[config.mk]
export PLATFORM = sky130hd
export DESIGN_NAME = spba_div
export DESIGN_NICKNAME = d
export VERILOG_FILES = /design/src/rtl/spba_pkg.sv /design/src/rtl/spba_div.sv
export SDC_FILE = /design/constraint.sdc
export NUM_CORES = 1
export LEC_CHECK = 0
export ABC_AREA = 1
export BUFFER_PORTS_ARGS = -buffer_cell sky130_fd_sc_hd__buf_4
export CAP_MARGIN = 20
export CORE_ASPECT_RATIO = 0.5
export CORE_MARGIN = 2
export CORE_UTILIZATION = 50
export CTS_CLUSTER_SIZE = 20
export DETAILED_ROUTE_END_ITERATION = 12
export GPL_TIMING_DRIVEN = 0
export PLACE_DENSITY = 0.74
export SLEW_MARGIN = 20
export SYNTH_ARGS = -nofsm -noshare
export SYNTH_HDL_FRONTEND = slang
export SYNTH_SLANG_ARGS = --single-unit
[constraint.sdc]
create_clock -name i_clk -period 3.8 [get_ports i_clk]
set_clock_uncertainty 0.15 [all_clocks]
set_input_delay 0.76 -clock i_clk [delete_from_list [all_inputs] [get_ports i_clk]]
set_output_delay 0.76 -clock i_clk [all_outputs]
set_load 0.02 [all_outputs]
[src/rtl/spba_pkg.sv]
`default_nettype none

package spba_pkg;

    // Largest number of bins the index logic can address.
    localparam int MAX_BINS = 65536;
    localparam int BIN_W    = $clog2(MAX_BINS + 1);

    // Widths of the serial divider used for the weighted mean.
    localparam int DIVIDEND_W = 64;
    localparam int DIVISOR_W  = 32;

    // Configuration register indexes.
    localparam int CFG_IDX_W = 3;
    localparam logic [CFG_IDX_W-1:0] CFG_THIN_ENABLE   = 3'd0;
    localparam logic [CFG_IDX_W-1:0] CFG_ORIGIN_X      = 3'd1;
    localparam logic [CFG_IDX_W-1:0] CFG_BIN_WIDTH     = 3'd2;
    localparam logic [CFG_IDX_W-1:0] CFG_INVERSE_WIDTH = 3'd3;
    localparam logic [CFG_IDX_W-1:0] CFG_BIN_COUNT     = 3'd4;

    typedef logic [BIN_W-1:0] t_bin;

endpackage

`default_nettype wire

[src/rtl/spba_div.sv]
`default_nettype none

module spba_div
    import spba_pkg::*;
(
    input  wire                   i_clk,
    input  wire                   i_rst_n,
    input  wire                   i_start,
    input  wire  [DIVIDEND_W-1:0] i_dividend,
    input  wire  [DIVISOR_W-1:0]  i_divisor,
    output logic                  o_busy,
    output logic [DIVIDEND_W-1:0] o_quotient
);

    localparam int CNT_W = $clog2(DIVIDEND_W + 1);

    logic [CNT_W-1:0]      r_cnt;
    logic [DIVISOR_W-1:0]  r_rem;
    logic [DIVIDEND_W-1:0] r_quo;

    logic [DIVISOR_W:0] w_shift;
    logic [DIVISOR_W:0] w_diff;
    logic               w_ge;

    // Restoring division, one quotient bit per cycle.
    always_comb begin
        w_shift = {r_rem, r_quo[DIVIDEND_W-1]};
        w_diff  = w_shift - {1'b0, i_divisor};
        w_ge    = (w_shift >= {1'b0, i_divisor});
    end

    always_ff @(posedge i_clk) begin
        if (!i_rst_n) begin
            r_cnt <= '0;
        end else if (i_start) begin
            r_cnt <= CNT_W'(DIVIDEND_W);
        end else if (r_cnt != '0) begin
            r_cnt <= r_cnt - 1'b1;
        end
    end

    always_ff @(posedge i_clk) begin
        if (i_start) begin
            r_rem <= '0;
            r_quo <= i_dividend;
        end else if (r_cnt != '0) begin
            r_rem <= w_ge ? w_diff[DIVISOR_W-1:0] : w_shift[DIVISOR_W-1:0];
            r_quo <= {r_quo[DIVIDEND_W-2:0], w_ge};
        end
    end

    assign o_busy     = (r_cnt != '0);
    assign o_quotient = r_quo;

endmodule

`default_nettype wire

==> flow_summary.ini, run 1 <==
[status]
outcome = completed

[power_and_ir_drop]
p_sw_mw = 1.888
pwr-share-clk = 0.203
p_sw_frac = 0.4075
total_power_mw = 4.633
p_per_area_nw_per_um2 = 520.5
power.leakage_nw = 4.942
ir_worst_vdd_uv = 283.3
pwr-share-comb = 0.434
p_int_mw = 2.745
power_frac_seq = 0.363

[drt]
avgViaCountPerCell = 4.846
firstDrtPassIters = 6
wl_um = 19730
antenna_left = 0
vias = 6988
drt-initial-drc-count = 535
wl_per_cell_um = 13.68
drc = 0

[logic_synthesis]
yosysWarnings = 0
synth_cells = 1070
syn_area_um2 = 7128
ys_ff_latch = 103
synth_top_area_share = 0.2696
syn_nets = 1203
seq_area_frac_synth = 0.3791
synth.area.top_cells = edfxtp_1, nand2_1, dfxtp_1
postSynthAreaPerCell_um2 = 6.662
ys_types = 35
synth_top_area_cell = edfxtp_1

[global_routing]
grt_pass1_wl_um = 31570
overflow = 0
grt_max_degree = 46
grt_use_total = 0.2611
antenna_found_initial = 0
grt_pass1_vias = 6585

[sta]
period_share = 0.6945
setup_viol = 0
period_needed_ns = 2.639
worstMarginPinSlew_ns = 0.5934
finalSetupTns_ns = 0
rsz0062_at_grt = no
hold_viol = 0
max_freq_mhz = 378.9
worst_slack_ns = 1.161
max_slew_margin = 0.6044
slew_viol_final = 0

[setup_path]
arrival_ns = 2.73
crit_type = input pin to flip-flop
start_kind = input pin
critPathRequiredTime_ns = 3.89
r2r_slack_ns = 1.17
crit_path_end_kind = flip-flop
cp_max_fo = 10

[cells_and_area]
post-route-cell-area_um2 = 8901
area_growth_pct = 24.87
stdcell_count = 1442
diodes = 0
drive_gt1_frac = 0.1688
nets = 1378
mostFrequentLayoutCell = nand2_1
final_cell_mix = nand2_1, inv_1, buf_4, nand3_1, edfxtp_1

[flow_run]
max-cap-violations = 0

[clocking]
cts-root-buf = clkbuf_16
clock-sinks = 103
cts_setup_buffers = 0
cts_buffer_depth = 2
cts_resized = 0
h-tree-depth = 3
cts_tree = yes
insertion_delay_ns = 0.36
clk_pin_slew_ns = 0.08
cts_made_buffers = 9
cts_hold_buf = 0

[floorplan]
fp.dieW_um = 172.9
die_area_um2 = 15290
coreArea_um2 = 13740
io_pins = 164
start_util = 0.5189
row_count = 30
fp.dieH_um = 88.43

[placed_design]
gp_congestion = 0.9577
dpl_cell_area_um2 = 8615
dp_hpwl_um = 15710
dpl_worst_slack_ns = 0.8024
dpl.cell_count = 1426
port_buffers = 163

[hold_path]
worstHoldPathType = flip-flop to flip-flop
==> state kept, by name (all words and copies together), names as in the netlist <==
| register | count |
|---|---|
| r_cnt | 7 |
| r_rem | 32 |
| o_quotient | 64 |
==> through the flow <==
step / util / hold slack, ns
floorplan: - / 0.2910
global placement: 0.6254 / 0.3061
detailed placement: 0.6270 / 0.3116
CTS: 0.6479 / 0.3267
global route: 0.6479 / 0.3487
finish: 0.6479 / 0.3225
==> routing by layer <==
metal | vias to the layer above | global-route usage | share of wire
li1 | 3637 | - | -
met1 | 3103 | 0.3425 | 0.47
met2 | 229 | 0.4356 | 0.44
met3 | 19 | 0.07174 | 0.079
met4 | 0 | 0.06471 | 0.014
met5 | - | 0 | 0
==> worst max-delay path, cell delays in order <==
cell	delay, ns
buf_4	0.07
inv_1	0.04
ha_1	0.37
nand2_1	0.15
inv_1	0.05
nand2_1	0.06
nand2_1	0.07
nand2_1	0.06
nand2_1	0.07
nand2_1	0.08
nand2_1	0.09
a21oi_4	0.25
buf_2	0.33
nand3_1	0.11
nand3_1	0.12
o21ai_2	0.05
==> power by group through the flow <==
stage          combinational (mW)  sequential, mW  clock (mW)
2_1_floorplan                1.05            1.92           0
3_3_place_gp                 1.96            1.70           0
3_5_place_dp                 2.01            1.70           0
4_1_cts                      2.01            1.68       0.951
5_1_grt                      2.22            1.71       0.994
6_report                     2.01            1.68       0.941
==> logic make-up after synthesis <==
kind of cell    synth area share
simple gates              0.3869
buf+inv                   0.1116
flops                     0.3791
compound gates           0.04072
fa+ha+maj                0.06073
xor+xnor                 0.02089
==> Yosys cell counts (all sizes together) <==
master and number:
a21oi 27, a31oi 1, and2 5, and3 1
buf 19, clkbuf 10, dfxtp 39, edfxtp 64
fa 1, ha 33, inv 172, nand2 496
nand3 75, nand3b 22, nand4 2, nor2 53
nor3 8, o21ai 20, o21bai 4, or2 1
xnor2 15, xor2 2
==> final timing paths <==
path                                    start        endpoint  cells after the start
worst min-delay path                r_rem[28]       r_rem[28]                      2
worst max register to register       r_cnt[0]  o_quotient[59]                     11
worst min register to register      r_rem[28]       r_rem[28]                      2
worst max-delay path            i_divisor[20]       r_rem[17]                     16
==> cell type report <==
type                            count  area (um^2)
Multi-Input combinational cell    766         3630
Timing Repair Buffer              164         1244
Fill cell                        1327         4837
Tap cell                          192        240.2
Clock inverter                      7        61.31
Clock buffer                        9        225.2
Buffer                             29        152.6
Sequential cell                   103         2703
Inverter                          172        645.6
(Power assumes the default switching activity.)
==> inputs of run 2 (changes only) <==
- ABC_AREA: 1 -> 0
- CORE_UTILIZATION: 50 -> 49
- PLACE_DENSITY: 0.74 -> 0.77
- clock period: 3.8 -> 2.2 ns (I/O delays scaled with it)
==> flow_summary.ini, run 2 <==
[logic_synthesis]
synth_edf_count = 64
yosys-top-cells-count = edfxtp_1, mux2_2, nor2_1
syn_nets = 749
synth_ff_type = edfxtp_1
synth_top_area_share = 0.3030
syn_area_um2 = 6342
postSynthAreaPerCell_um2 = 10.30
synth.area.top_cells = edfxtp_1, dfxtp_1, mux2_2
synth_top_area_cell = edfxtp_1
seq_area_frac_synth = 0.4261
ys_types = 67
synthArstFlopShare = 0
yosysWarnings = 0
ys_ff_latch = 103
synth_cells = 616

[sta]
setup_viol = 100
period_needed_ns = 2.841
hold_viol = 0
worst_slack_ns = -0.6414
period_share = 1.292
rsz0062_at_grt = yes
slew_viol_final = 0
max_freq_mhz = 351.9
max_slew_margin = 0.5696
worstMarginPinSlew_ns = 0.6456

[global_routing]
grt_max_degree = 20
overflow = 0
grt_pass1_vias = 5939
grt_use_total = 0.2770
grt_pass1_wl_um = 30340
antenna_found_initial = 0

[drt]
antenna_left = 0
wl_um = 19700
vias = 5921
wl_per_cell_um = 19.06
firstDrtPassIters = 5
drc = 0
avgViaCountPerCell = 5.726
drt-initial-drc-count = 381

[status]
outcome = finished, violations left
violations = negative setup slack

[cells_and_area]
stdcell_count = 1034
area_growth_pct = 54.25
mostFrequentLayoutCell = buf_4
final_util = 0.7726
nets = 993
largest_reg_flops = 64
drive_gt1_frac = 0.5486
post-route-cell-area_um2 = 9783
diodes = 0
final_cell_mix = buf_4, edfxtp_1, mux2_2, nor2_1, inv_1

[clocking]
h-tree-depth = 3
clock-sinks = 103
cts-root-buf = clkbuf_16
cts_made_buffers = 9
insertion_delay_ns = 0.36
cts_tree = yes
clk_pin_slew_ns = 0.08
cts_buffer_depth = 2

[floorplan]
io_pins = 164
fp.dieW_um = 164.9
coreArea_um2 = 12660
fp.dieH_um = 84.45
die_area_um2 = 13920
row_count = 29
start_util = 0.5008

[setup_path]
cp_max_fo = 3
crit_path_end_kind = flip-flop
arrival_ns = 2.96
r2r-start = o_quotient[63]
rr_worst_depth = 14
r2r_slack_ns = -0.64
start_kind = flip-flop
crit_type = flip-flop to flip-flop
r2r-end = r_rem[14]
critPathRequiredTime_ns = 2.32

[flow_run]
max-cap-violations = 0

[hold_path]
hold_end = r_cnt[6]
hold_depth = 2
worstHoldPathType = input pin to flip-flop
hold_start = i_rst_n

[placed_design]
dp_hpwl_um = 12530
dpl.cell_count = 949
gp_congestion = 0.8706
dpl_worst_slack_ns = -1.085
port_buffers = 162
dpl_cell_area_um2 = 8371

[power_and_ir_drop]
ir_worst_vdd_uv = 624.9
p_per_area_nw_per_um2 = 1344
total_power_mw = 13.15
power.leakage_nw = 4.186
-- run 2: cell count changes in the layout (fill, tap and decap cells not counted), moves of 14 or more --
cell,change
a211oi_1,+14
buf_4,+50
dfxtp_1,-19
ha_1,-27
ha_4,+27
inv_1,-142
mux2_2,+63
mux2i_1,+18
nand2_1,-463
nand3_1,-69
nand3b_1,-21
-- run 2: stage by stage --
stage / hold slack [ns] / setup TNS [ns]
global route: 0.1769 / -32.28
CTS: 0.1634 / -16.78
floorplan: 0.3284 / -56.90
finish: 0.1575 / -25.71
detailed placement: 0.3558 / -88.90
global placement: 0.3462 / -123.44
-- run 2: report_power, final --
part           switching [mW]  internal [mW]  leakage, nW
sequential              0.513           2.95        0.991
clock                   0.842          0.801        0.143
combinational            4.01           4.03         3.05
total                    5.36           7.78         4.19
-- run 2: worst max path at each step --
stage / from / end / cells past startpoint
6_report: o_quotient[63] / r_rem[14] / 14
3_3_place_gp: r_cnt[0] / o_quotient[18] / 9
2_1_floorplan: r_cnt[1] / o_quotient[0] / 9
3_5_place_dp: r_cnt[0] / o_quotient[12] / 10
5_1_grt: o_quotient[63] / r_rem[14] / 14
4_1_cts: o_quotient[63] / r_rem[30] / 11
-- run 2: timing repair --
item,CTS,global route
setup endpoints to repair,110,105
pin swaps,43,31
gates cloned,8,2
resized for setup,75,45
hold buffers,0,0
buffers inserted,50,19
endpoints found under the hold margin,0,0
-- run 2: layout make-up --
cell class              count  area, um^2
well taps                 170       212.7
repair buffers            241        2078
plain buffers              22       197.7
clock inverters             6       60.06
clock buffers               9       225.2
flip-flops and latches    103        2741
repair inverters            1       7.507
fillers                   815        2880
multi-input cells         436        4044
inverters                  46       216.5
-- run 2: critical path, stage by stage (launching register included) --
cell	delay (ns)
edfxtp_1	0.42
inv_2	0.09
ha_4	0.13
fa_2	0.20
nor2b_2	0.05
o31a_1	0.36
buf_6	0.16
buf_6	0.11
buf_6	0.11
o31ai_4	0.17
nand2b_1	0.14
a31oi_2	0.23
xnor2_1	0.14
mux2i_1	0.09
a211oi_1	0.21
-- run 2: cell families after synthesis --
family | synth area share
adders and majority gates | 0.06826
xor gates and xnor gates | 0.04143
and+or+nand+nor | 0.1085
buffers and inverters | 0.05386
DFF | 0.4261
AOI/OAI and AO/OA | 0.1551
muxes | 0.1468
-- run 2: per-layer routing --
layer	routed length (um)	up-vias	GRT usage
met5	0	-	0
met4	395	0	0.06087
met3	1504	45	0.08202
met2	9647	225	0.4743
met1	8156	2910	0.3487
li1	-	2741	-
==> inputs of run 3 (changes only) <==
- RECOVER_POWER: default -> 100
==> flow_summary.ini, run 3 (synthesis results as in run 2) <==
[status]
violations = negative setup slack
outcome = finished, violations left

[clocking]
insertion_delay_ns = 0.36
cts_buffer_depth = 2
cts_tree = yes
clk_pin_slew_ns = 0.08
clock-sinks = 103
cts_made_buffers = 9
cts-root-buf = clkbuf_16
h-tree-depth = 3

[setup_path]
crit_path_end_kind = flip-flop
arrival_ns = 2.97
critPathRequiredTime_ns = 2.32
r2r-end = r_rem[14]
start_kind = flip-flop
r2r-start = o_quotient[63]
crit_type = flip-flop to flip-flop
r2r_slack_ns = -0.65
cp_max_fo = 3
rr_worst_depth = 14

[power_and_ir_drop]
ir_worst_vdd_uv = 624.9
total_power_mw = 12.79
p_per_area_nw_per_um2 = 1340
power.leakage_nw = 3.957

[global_routing]
grt_pass1_wl_um = 30340
antenna_found_initial = 0
grt_pass1_vias = 5939
grt_use_total = 0.2770
overflow = 0
grt_max_degree = 20

[cells_and_area]
mostFrequentLayoutCell = buf_4
fillCellCount = 866
nets = 993
final_util = 0.7539
drive_gt1_frac = 0.4757
largest_reg_flops = 64
diodes = 0
final_cell_mix = buf_4, clkbuf_1, edfxtp_1, mux2_2, nor2_1
area_growth_pct = 50.52

[hold_path]
hold_end = r_cnt[6]
hold_start = i_rst_n
worstHoldPathType = input pin to flip-flop
hold_depth = 2

[drt]
firstDrtPassIters = 6
antenna_left = 0
drc = 0
vias = 5946
drt-initial-drc-count = 361
avgViaCountPerCell = 5.750
wl_met2_um = 9566
top_layer = met4
met1_length_um = 8077
wl_per_cell_um = 19.00
wl_um = 19650
wl_met3_um = 1540

[placed_design]
dpl_worst_slack_ns = -1.085
gp_congestion = 0.8706
dp_hpwl_um = 12530
port_buffers = 162

[floorplan]
fp.dieH_um = 84.45
fp.dieW_um = 164.9
coreArea_um2 = 12660
die_area_um2 = 13920
io_pins = 164
row_count = 29
start_util = 0.5008

[sta]
slew_viol_final = 0
max_freq_mhz = 351.0
worst_slack_ns = -0.6487
max_slew_margin = 0.5653
setup_viol = 100
period_needed_ns = 2.849
hold_viol = 0
rsz0062_at_grt = yes
worstMarginPinSlew_ns = 0.6521
period_share = 1.295

[flow_run]
max-cap-violations = 0
## run 3: timing repair
item,in CTS,in global routing
cloned,8,2
hold buffers,0,0
buffers inserted,50,19
pin swaps,43,31
gates resized for setup,75,45
setup endpoints to repair,110,105
## run 3: power by group
| part | switching (mW) | internal [mW] | total (mW) |
|---|---|---|---|
| registers | 0.504 | 2.95 | 3.46 |
| clock network | 0.838 | 0.801 | 1.64 |
| logic | 4.01 | 3.69 | 7.69 |
## run 3: worst max path at each step
| stage | startpoint | slack, ns | to |
|---|---|---|---|
| after floorplan | r_cnt[1] | -0.75 | o_quotient[0] |
| after global placement | r_cnt[0] | -1.54 | o_quotient[18] |
| after detailed placement | r_cnt[0] | -1.08 | o_quotient[12] |
| after CTS | o_quotient[63] | -0.57 | r_rem[30] |
| after global routing | o_quotient[63] | -0.70 | r_rem[14] |
| final | o_quotient[63] | -0.65 | r_rem[14] |
## run 3: layer usage
metal / global-route usage / up-vias
li1: - / 2744
met4: 0.06087 / 0
met1: 0.3487 / 2887
met5: 0 / -
met2: 0.4743 / 258
met3: 0.08202 / 57
## run 3: area by class of cell
cell class	count	area, um^2	share of cell area
Clock buffer	9	225.2	0.02359
Clock inverter	6	60.06	0.006291
Buffer	22	197.7	0.02071
Tap cell	170	212.7	0.02228
Timing Repair Buffer	241	1842	0.1929
Inverter	46	216.5	0.02267
Sequential cell	103	2741	0.2872
Timing Repair inverter	1	7.507	0.0007864
Multi-Input combinational cell	436	4044	0.4236
## run 3: critical path: stages (launching register included)
cell and delay [ns]:
edfxtp_1 0.42, inv_2 0.10, ha_4 0.13, fa_2 0.20
nor2b_2 0.05, o31a_1 0.36, buf_6 0.16, buf_6 0.11
buf_6 0.11, o31ai_4 0.17, nand2b_1 0.14, a31oi_2 0.23
xnor2_1 0.14, mux2i_1 0.09, a211oi_1 0.21
## run 3: stage by stage
| stage | hold WS, ns | cells | instance area [um^2] | TNS, ns |
|---|---|---|---|---|
| 6_report | 0.1572 | 1034 | 9547 | -26.36 |
| 5_1_grt | 0.1769 | 1034 | 9547 | -32.28 |
| 4_1_cts | 0.1634 | 1013 | 9417 | -16.78 |
| 3_5_place_dp | 0.3558 | 949 | 8371 | -88.90 |
| 3_3_place_gp | 0.3462 | 948 | 8351 | -123.44 |
| 2_1_floorplan | 0.3284 | 616 | 6922 | -56.90 |
